<file path="src/ups_pkg.sv">
// Shared types and constants for the pixel replication upscaler.
package ups_pkg;

   localparam int PIXEL_W     = 24;
   localparam int IN_WIDTH_W  = 11;
   localparam int IN_HEIGHT_W = 16;
   localparam int SCALE_W     = 7;
   localparam int PAD_W       = 2;
   localparam int CSR_INDEX_W = 2;
   localparam int CSR_DATA_W  = 16;

   typedef enum logic [CSR_INDEX_W-1:0] {
      REG_IN_WIDTH  = 2'd0,
      REG_IN_HEIGHT = 2'd1,
      REG_SCALE     = 2'd2,
      REG_UNUSED    = 2'd3
   } csr_index_type;

   typedef enum logic [1:0] {
      STATUS_STORED   = 2'd0,
      STATUS_VALID    = 2'd1,
      STATUS_NONE     = 2'd2,
      STATUS_REJECTED = 2'd3
   } status_type;

   typedef enum logic {
      KIND_PIXEL = 1'b0,
      KIND_PULL  = 1'b1
   } kind_type;

   typedef struct packed {
      status_type status;
      logic       is_pad;
      logic       row_end;
      logic       frame_end;
      logic       use_mem;
   } rsp_ctrl_type;

endpackage

</file>
<file path="src/ups_seq.sv">
// Sequencer: configuration registers, row and replay counters, line store addressing.
module ups_seq import ups_pkg::*; #(
   parameter int MAX_WIDTH = 1024,
   parameter int MAX_SCALE = 100,
   parameter int AW        = 10
) (
   input  logic                   clock,
   input  logic                   reset,
   input  logic                   csr_wr_en,
   input  logic [CSR_INDEX_W-1:0] csr_index,
   input  logic [CSR_DATA_W-1:0]  csr_wdata,
   input  logic                   fire,
   input  logic                   kind,
   output logic                   mem_wr_en,
   output logic [AW-1:0]          mem_wr_addr,
   output logic                   mem_rd_en,
   output logic [AW-1:0]          mem_rd_addr,
   output rsp_ctrl_type           rsp_ctrl
);

   logic [IN_WIDTH_W-1:0]  eff_width_ff,  eff_width_in;
   logic [IN_HEIGHT_W-1:0] eff_height_ff, eff_height_in;
   logic [SCALE_W-1:0]     eff_scale_ff,  eff_scale_in;

   logic [IN_WIDTH_W-1:0]  in_column_ff,  in_column_in;
   logic [IN_HEIGHT_W-1:0] in_row_ff,     in_row_in;
   logic                   row_ready_ff,  row_ready_in;
   logic [SCALE_W-1:0]     out_copy_ff,   out_copy_in;
   logic [IN_WIDTH_W-1:0]  out_column_ff, out_column_in;
   logic [SCALE_W-1:0]     out_repeat_ff, out_repeat_in;
   logic [PAD_W-1:0]       out_pad_ff,    out_pad_in;

   logic [PAD_W-1:0]      pad;
   logic [2*PAD_W-1:0]    pad_prod;
   logic [IN_WIDTH_W:0]   in_col_next;
   logic [IN_WIDTH_W:0]   out_col_next;
   logic [SCALE_W:0]      copy_next;
   logic [SCALE_W:0]      repeat_next;
   logic [PAD_W:0]        pad_next;
   logic [IN_HEIGHT_W:0]  row_next;
   logic                  row_end;
   logic                  restart;
   logic [IN_WIDTH_W-1:0] wdata_width;
   logic [SCALE_W-1:0]    wdata_scale;

   // The pad byte count equals (width * scale) mod 4, since 3 is -1 modulo 4.
   assign pad_prod = eff_width_ff[PAD_W-1:0] * eff_scale_ff[PAD_W-1:0];
   assign pad      = pad_prod[PAD_W-1:0];

   always_comb begin
      wdata_width = csr_wdata[IN_WIDTH_W-1:0];
      if (wdata_width == '0) begin
         wdata_width = IN_WIDTH_W'(1);
      end else if (32'(wdata_width) > MAX_WIDTH) begin
         wdata_width = IN_WIDTH_W'(MAX_WIDTH);
      end
      wdata_scale = csr_wdata[SCALE_W-1:0];
      if (wdata_scale == '0) begin
         wdata_scale = SCALE_W'(1);
      end else if (32'(wdata_scale) > MAX_SCALE) begin
         wdata_scale = SCALE_W'(MAX_SCALE);
      end
   end

   always_comb begin
      eff_width_in  = eff_width_ff;
      eff_height_in = eff_height_ff;
      eff_scale_in  = eff_scale_ff;
      restart       = 1'b0;
      if (csr_wr_en) begin
         case (csr_index)
            REG_IN_WIDTH: begin
               eff_width_in = wdata_width;
               restart      = 1'b1;
            end
            REG_IN_HEIGHT: begin
               eff_height_in = (csr_wdata == '0) ? IN_HEIGHT_W'(1) : csr_wdata;
               restart       = 1'b1;
            end
            REG_SCALE: begin
               eff_scale_in = wdata_scale;
               restart      = 1'b1;
            end
            default: begin
               restart = 1'b0;
            end
         endcase
      end
   end

   always_comb begin
      in_column_in  = in_column_ff;
      in_row_in     = in_row_ff;
      row_ready_in  = row_ready_ff;
      out_copy_in   = out_copy_ff;
      out_column_in = out_column_ff;
      out_repeat_in = out_repeat_ff;
      out_pad_in    = out_pad_ff;

      in_col_next  = {1'b0, in_column_ff} + 1'b1;
      out_col_next = {1'b0, out_column_ff} + 1'b1;
      copy_next    = {1'b0, out_copy_ff} + 1'b1;
      repeat_next  = {1'b0, out_repeat_ff} + 1'b1;
      pad_next     = {1'b0, out_pad_ff} + 1'b1;
      row_next     = {1'b0, in_row_ff} + 1'b1;

      row_end   = 1'b0;
      mem_wr_en = 1'b0;
      mem_rd_en = 1'b0;
      rsp_ctrl  = '{status: STATUS_NONE, is_pad: 1'b0, row_end: 1'b0,
                    frame_end: 1'b0, use_mem: 1'b0};

      if (fire) begin
         if (kind == KIND_PIXEL) begin
            if (row_ready_ff) begin
               rsp_ctrl.status = STATUS_REJECTED;
            end else begin
               rsp_ctrl.status = STATUS_STORED;
               mem_wr_en       = 1'b1;
               in_column_in    = in_col_next[IN_WIDTH_W-1:0];
               if (in_col_next >= {1'b0, eff_width_ff}) begin
                  in_column_in  = '0;
                  row_ready_in  = 1'b1;
                  out_copy_in   = '0;
                  out_column_in = '0;
                  out_repeat_in = '0;
                  out_pad_in    = '0;
               end
            end
         end else if (row_ready_ff) begin
            rsp_ctrl.status = STATUS_VALID;
            if (out_column_ff < eff_width_ff) begin
               mem_rd_en        = 1'b1;
               rsp_ctrl.use_mem = 1'b1;
               out_copy_in      = copy_next[SCALE_W-1:0];
               if (copy_next >= {1'b0, eff_scale_ff}) begin
                  out_copy_in   = '0;
                  out_column_in = out_col_next[IN_WIDTH_W-1:0];
                  row_end = (out_col_next >= {1'b0, eff_width_ff}) && (pad == '0);
               end
            end else begin
               rsp_ctrl.is_pad = 1'b1;
               out_pad_in      = pad_next[PAD_W-1:0];
               row_end         = pad_next >= {1'b0, pad};
            end
            if (row_end) begin
               out_column_in = '0;
               out_copy_in   = '0;
               out_pad_in    = '0;
               out_repeat_in = repeat_next[SCALE_W-1:0];
               if (repeat_next >= {1'b0, eff_scale_ff}) begin
                  out_repeat_in = '0;
                  row_ready_in  = 1'b0;
                  in_row_in     = row_next[IN_HEIGHT_W-1:0];
                  if (row_next >= {1'b0, eff_height_ff}) begin
                     in_row_in          = '0;
                     rsp_ctrl.frame_end = 1'b1;
                  end
               end
            end
            rsp_ctrl.row_end = row_end;
         end
      end

      // Users must write configuration only while the block is idle; it is not enforced, so a write simply wins.
      if (restart) begin
         in_column_in  = '0;
         in_row_in     = '0;
         row_ready_in  = 1'b0;
         out_copy_in   = '0;
         out_column_in = '0;
         out_repeat_in = '0;
         out_pad_in    = '0;
      end
   end

   // A read is only issued after the whole row was written in earlier cycles.
   assign mem_wr_addr = AW'(in_column_ff);
   assign mem_rd_addr = AW'(out_column_ff);

   always_ff @(posedge clock) begin
      if (reset) begin
         eff_width_ff  <= IN_WIDTH_W'(1);
         eff_height_ff <= IN_HEIGHT_W'(1);
         eff_scale_ff  <= SCALE_W'(1);
         in_column_ff  <= '0;
         in_row_ff     <= '0;
         row_ready_ff  <= 1'b0;
         out_copy_ff   <= '0;
         out_column_ff <= '0;
         out_repeat_ff <= '0;
         out_pad_ff    <= '0;
      end else begin
         eff_width_ff  <= eff_width_in;
         eff_height_ff <= eff_height_in;
         eff_scale_ff  <= eff_scale_in;
         in_column_ff  <= in_column_in;
         in_row_ff     <= in_row_in;
         row_ready_ff  <= row_ready_in;
         out_copy_ff   <= out_copy_in;
         out_column_ff <= out_column_in;
         out_repeat_ff <= out_repeat_in;
         out_pad_ff    <= out_pad_in;
      end
   end

endmodule

</file>
<file path="config.mk">
export PLATFORM = sky130hd
export DESIGN_NAME = ups_seq
export DESIGN_NICKNAME = d
export VERILOG_FILES = /design/src/ups_pkg.sv /design/src/ups_seq.sv
export SDC_FILE = /design/constraint.sdc
export NUM_CORES = 1
export LEC_CHECK = 0
export BUFFER_PORTS_ARGS = -buffer_cell sky130_fd_sc_hd__buf_4
export CELL_PAD_IN_SITES_DETAIL_PLACEMENT = 2
export CELL_PAD_IN_SITES_GLOBAL_PLACEMENT = 2
export CORE_UTILIZATION = 33
export DETAILED_ROUTE_END_ITERATION = 10
export HOLD_SLACK_MARGIN = 0.12
export PLACE_DENSITY_LB_ADDON = 0.3
export SLEW_MARGIN = 10
export SYNTH_ARGS = -nofsm -noshare
export SYNTH_HDL_FRONTEND = slang
export SYNTH_SLANG_ARGS = --single-unit
</file>
<file path="constraint.sdc">
create_clock -name clock -period 3.4 [get_ports clock]
set_clock_uncertainty 0.05 [all_clocks]
set_input_delay 0.17 -clock clock [delete_from_list [all_inputs] [get_ports clock]]
set_output_delay 0.17 -clock clock [all_outputs]
set_load 0.02 [all_outputs]
</file>
==> impl_metrics.ini <==
[outcome]
status = finished with violations
violations = setup timing

[logic_synthesis]
syn_inst = 751
synth_nets = 848
ys_seq_area_frac = 0.294
ys_top_cells_by_area = dfxtp_1 29%, ha_1 15%, nand2_1 5.8%
postSynthAreaPerCell_um2 = 8.06
ys_async_sr_fraction = 0
synth-edff-count = 0
netlist.top_cell.by_area = dfxtp_1
synth-seq-cells = 89
synth-main-ff-cell = dfxtp_1
synth_top_area_share = 0.294
synth_warnings = 0
ys_types = 66
syn-cell-area_um2 = 6050

[timing]
final.setup.worst_slack_ns = -0.199
rsz0062_at_grt = true
relSlewSlack = 0.257
post-route-period-util = 1.06
final_max_slew_viol_count = 0
min_period_ns = 3.60
tightest_slew_ns = 1.11
finalSetupViolCount = 19
hold_viol = 0
max_freq_ghz = 0.278

[routing]
wl_per_cell_um = 23.3
antenna_left = 0
viasPerCell = 5.60
vias = 6366
drtPass1Iterations = 4
initialDrtViolationCount = 180
drc = 0
wl_um = 26500

[worst_setup_path]
path_cells = buf_4 > and3_4 > nand3_4 > buf_4 > buf_4 > xnor2_1 > ha_1 > nand4_1 > a21oi_4 > nor3_4 > o41a_1 > or3_4 > or3_1 > o21ai_1
start_kind = flop
r2r-start = out_column_ff[0]
crit_fanout = 5
cp_slowest_cell = or3_4
path_common_cell = buf_4
cp_data_required_time_ns = 3.64
max_stage_delay_ns = 0.50
critPathKind = flop to flop
cp-end-kind = flop
timing.critical_path.from = out_column_ff[0]
critical_path_arrival_ns = 3.84

[power]
leakagePower_nw = 3.66
pwr-share-comb = 0.167
power_mw = 2.83
p_sw_frac = 0.275
pwr-share-seq = 0.377
cellPowerDensity_nw_per_um2 = 331
switchingPower_mw = 0.778
p_int_mw = 2.05
ir_drop_v = 0.000275
clockPowerShare = 0.456

[clock_tree]
cts-root-buf = clkbuf_16
cts_buffers = 9
cts_tree = built
max-clock-path-buffers = 2
clock-sinks = 89
path_clk_slew_ns = 0.07
htree_levels = 3
clock_latency_ns = 0.36

[global_routing]
grt_max_degree = 37
overflow = 0
antenna_found_initial = 0
grt_pass1_vias = 7016
grtUsageTotal = 0.270
grt_pass1_wl_um = 38200

[placed_design]
placed_cells = 1072
io_buffers = 50
routabilityCongestion = 0.873
pre_cts_slack_ns = -0.601
dpl_cell_area_um2 = 7150
hpwl_um = 16300

[die]
core_area_um2 = 18000
num_io_pins = 51
die_w_um = 137
dieArea_um2 = 18900
die_height_um = 137
start_util = 0.337
placementRows = 49

[job]
drv_cap = 0

[cells_and_area]
syn_to_final_growth_pct = 41.3
post-route-util = 0.476
antenna_cells = 0
nNetsFinal = 1000
layout-drive-gt1-share = 0.303
stdcell_area_um2 = 8550
final_cells = 1137

[worst_hold_path]
hold_start = fire
hold_path.class = primary input to flop
[worst paths after layout]
check | end | depth (start not counted) | slack [ns]
worst max register to register | in_row_ff[6] | 14 | -0.20
worst min-delay path | row_ready_ff | 3 | 0.16
worst min register to register | eff_scale_ff[4] | 2 | 0.41
worst max-delay path | in_row_ff[6] | 14 | -0.20
[cells in the final DEF, fill, tap and decap left out, drive strengths merged, types with 5 or more instances in the layout]
cell type / n
a21o: 15
a21oi: 62
a22o: 16
a31oi: 5
and3: 14
buf: 167
clkbuf: 9
dfxtp: 89
dlygate4sd3: 16
ha: 73
inv: 50
nand2: 94
nand2b: 7
nand3: 50
nand3b: 16
nor2: 41
nor2b: 7
nor3: 9
nor3b: 5
o21ai: 36
or2: 5
or3: 7
xnor2: 24
xor2: 18
[per-stage QoR]
| stage | hold slack (ns) | setup TNS [ns] |
|---|---|---|
| after global placement | 0.397 | -4.67 |
| after CTS | 0.162 | -0.645 |
| after floorplan | 0.256 | 0 |
| final | 0.161 | -1.72 |
| after detailed placement | 0.404 | -8.59 |
| after global routing | 0.202 | -5.24 |
[synth_stat cells (all sizes together), types with 2 or more instances]
master / count
or4: 3
nand2: 94
o211ai: 4
a2bb2oi: 2
a2111oi: 4
or3b: 2
o31a: 2
nand2b: 7
a21oi: 62
o31ai: 2
a211o: 2
a22o: 16
a21o: 15
nor3: 9
and3: 14
o22ai: 2
o2111ai: 3
o41ai: 3
mux2i: 2
nor2b: 7
a211oi: 4
nand3: 50
nor2: 41
xnor2: 24
o21ai: 36
nand3b: 16
a31oi: 5
nor3b: 5
or2: 5
or3: 7
ha: 73
and2: 2
inv: 47
a32oi: 2
dfxtp: 89
clkbuf: 18
a22oi: 2
buf: 24
o21bai: 3
nand4: 4
o21a: 4
xor2: 18
[power groups by stage]
stage | Sequential [mW] | Clock [mW] | Combinational, mW
floorplan | 1.09 | 0 | 0.191
detailed placement | 1.09 | 0 | 0.358
CTS | 1.07 | 1.31 | 0.414
global placement | 1.09 | 0 | 0.339
global route | 1.07 | 1.35 | 0.504
finish | 1.07 | 1.29 | 0.473
[layout make-up]
cell class / count / area [um2]
clock buffer: 9 / 225
clock inverter: 7 / 146
fill: 1944 / 9410
inverter: 48 / 180
multi-input combinational: 572 / 4460
sequential: 89 / 1800
tap: 229 / 287
timing repair buffer: 183 / 1460
[kinds of logic (layout without fill, tap and decap cells)]
group                      Yosys count  in the layout  share of synthesized area
muxes                                2              2                    0.00331
xor gates and xnor gates            42             42                     0.0608
DFF                                 89             89                      0.294
buffers and inverters               90            247                     0.0699
adders and majority gates           75             75                      0.156
and+or+nand+nor                    270            270                      0.220
AOI/OAI and AO/OA                  183            183                      0.196
[state kept, by name (all words and copies together) (netlist names)]
name and cells:
eff_height_ff 16, eff_scale_ff 7, eff_width_ff 11, in_column_ff 11, in_row_ff 16, out_column_ff 11
out_copy_ff 7, out_pad_ff 2, out_repeat_ff 7, row_ready_ff 1
[critical path, delay by kind of cell, from the launching register on]
family                   cells  cell delay (ns)
AND/OR/NAND/NOR              6             1.42
AO/OA/AOI/OAI                3             0.77
buffers and inverters        3             0.41
flip-flops                   1             0.38
adder cells (fa/ha/maj)      1             0.36
XOR/XNOR                     1             0.14
[metal layers]
metal	wire length [um]	GRT usage
met1	9990	0.268
met5	0	0
met4	1240	0.133
met2	14500	0.527
met3	709	0.0530
[timing repair]
action | CTS | global route
endpoints found under the hold margin | 29 | 0
gates resized for setup | 70 | 62
cloned | 1 | 1
pin swaps | 38 | 39
setup buffers | 21 | 12
setup endpoints to repair | 39 | 45
hold buffers | 16 | 0
Note: power is estimated with default switching activity, not from simulation.
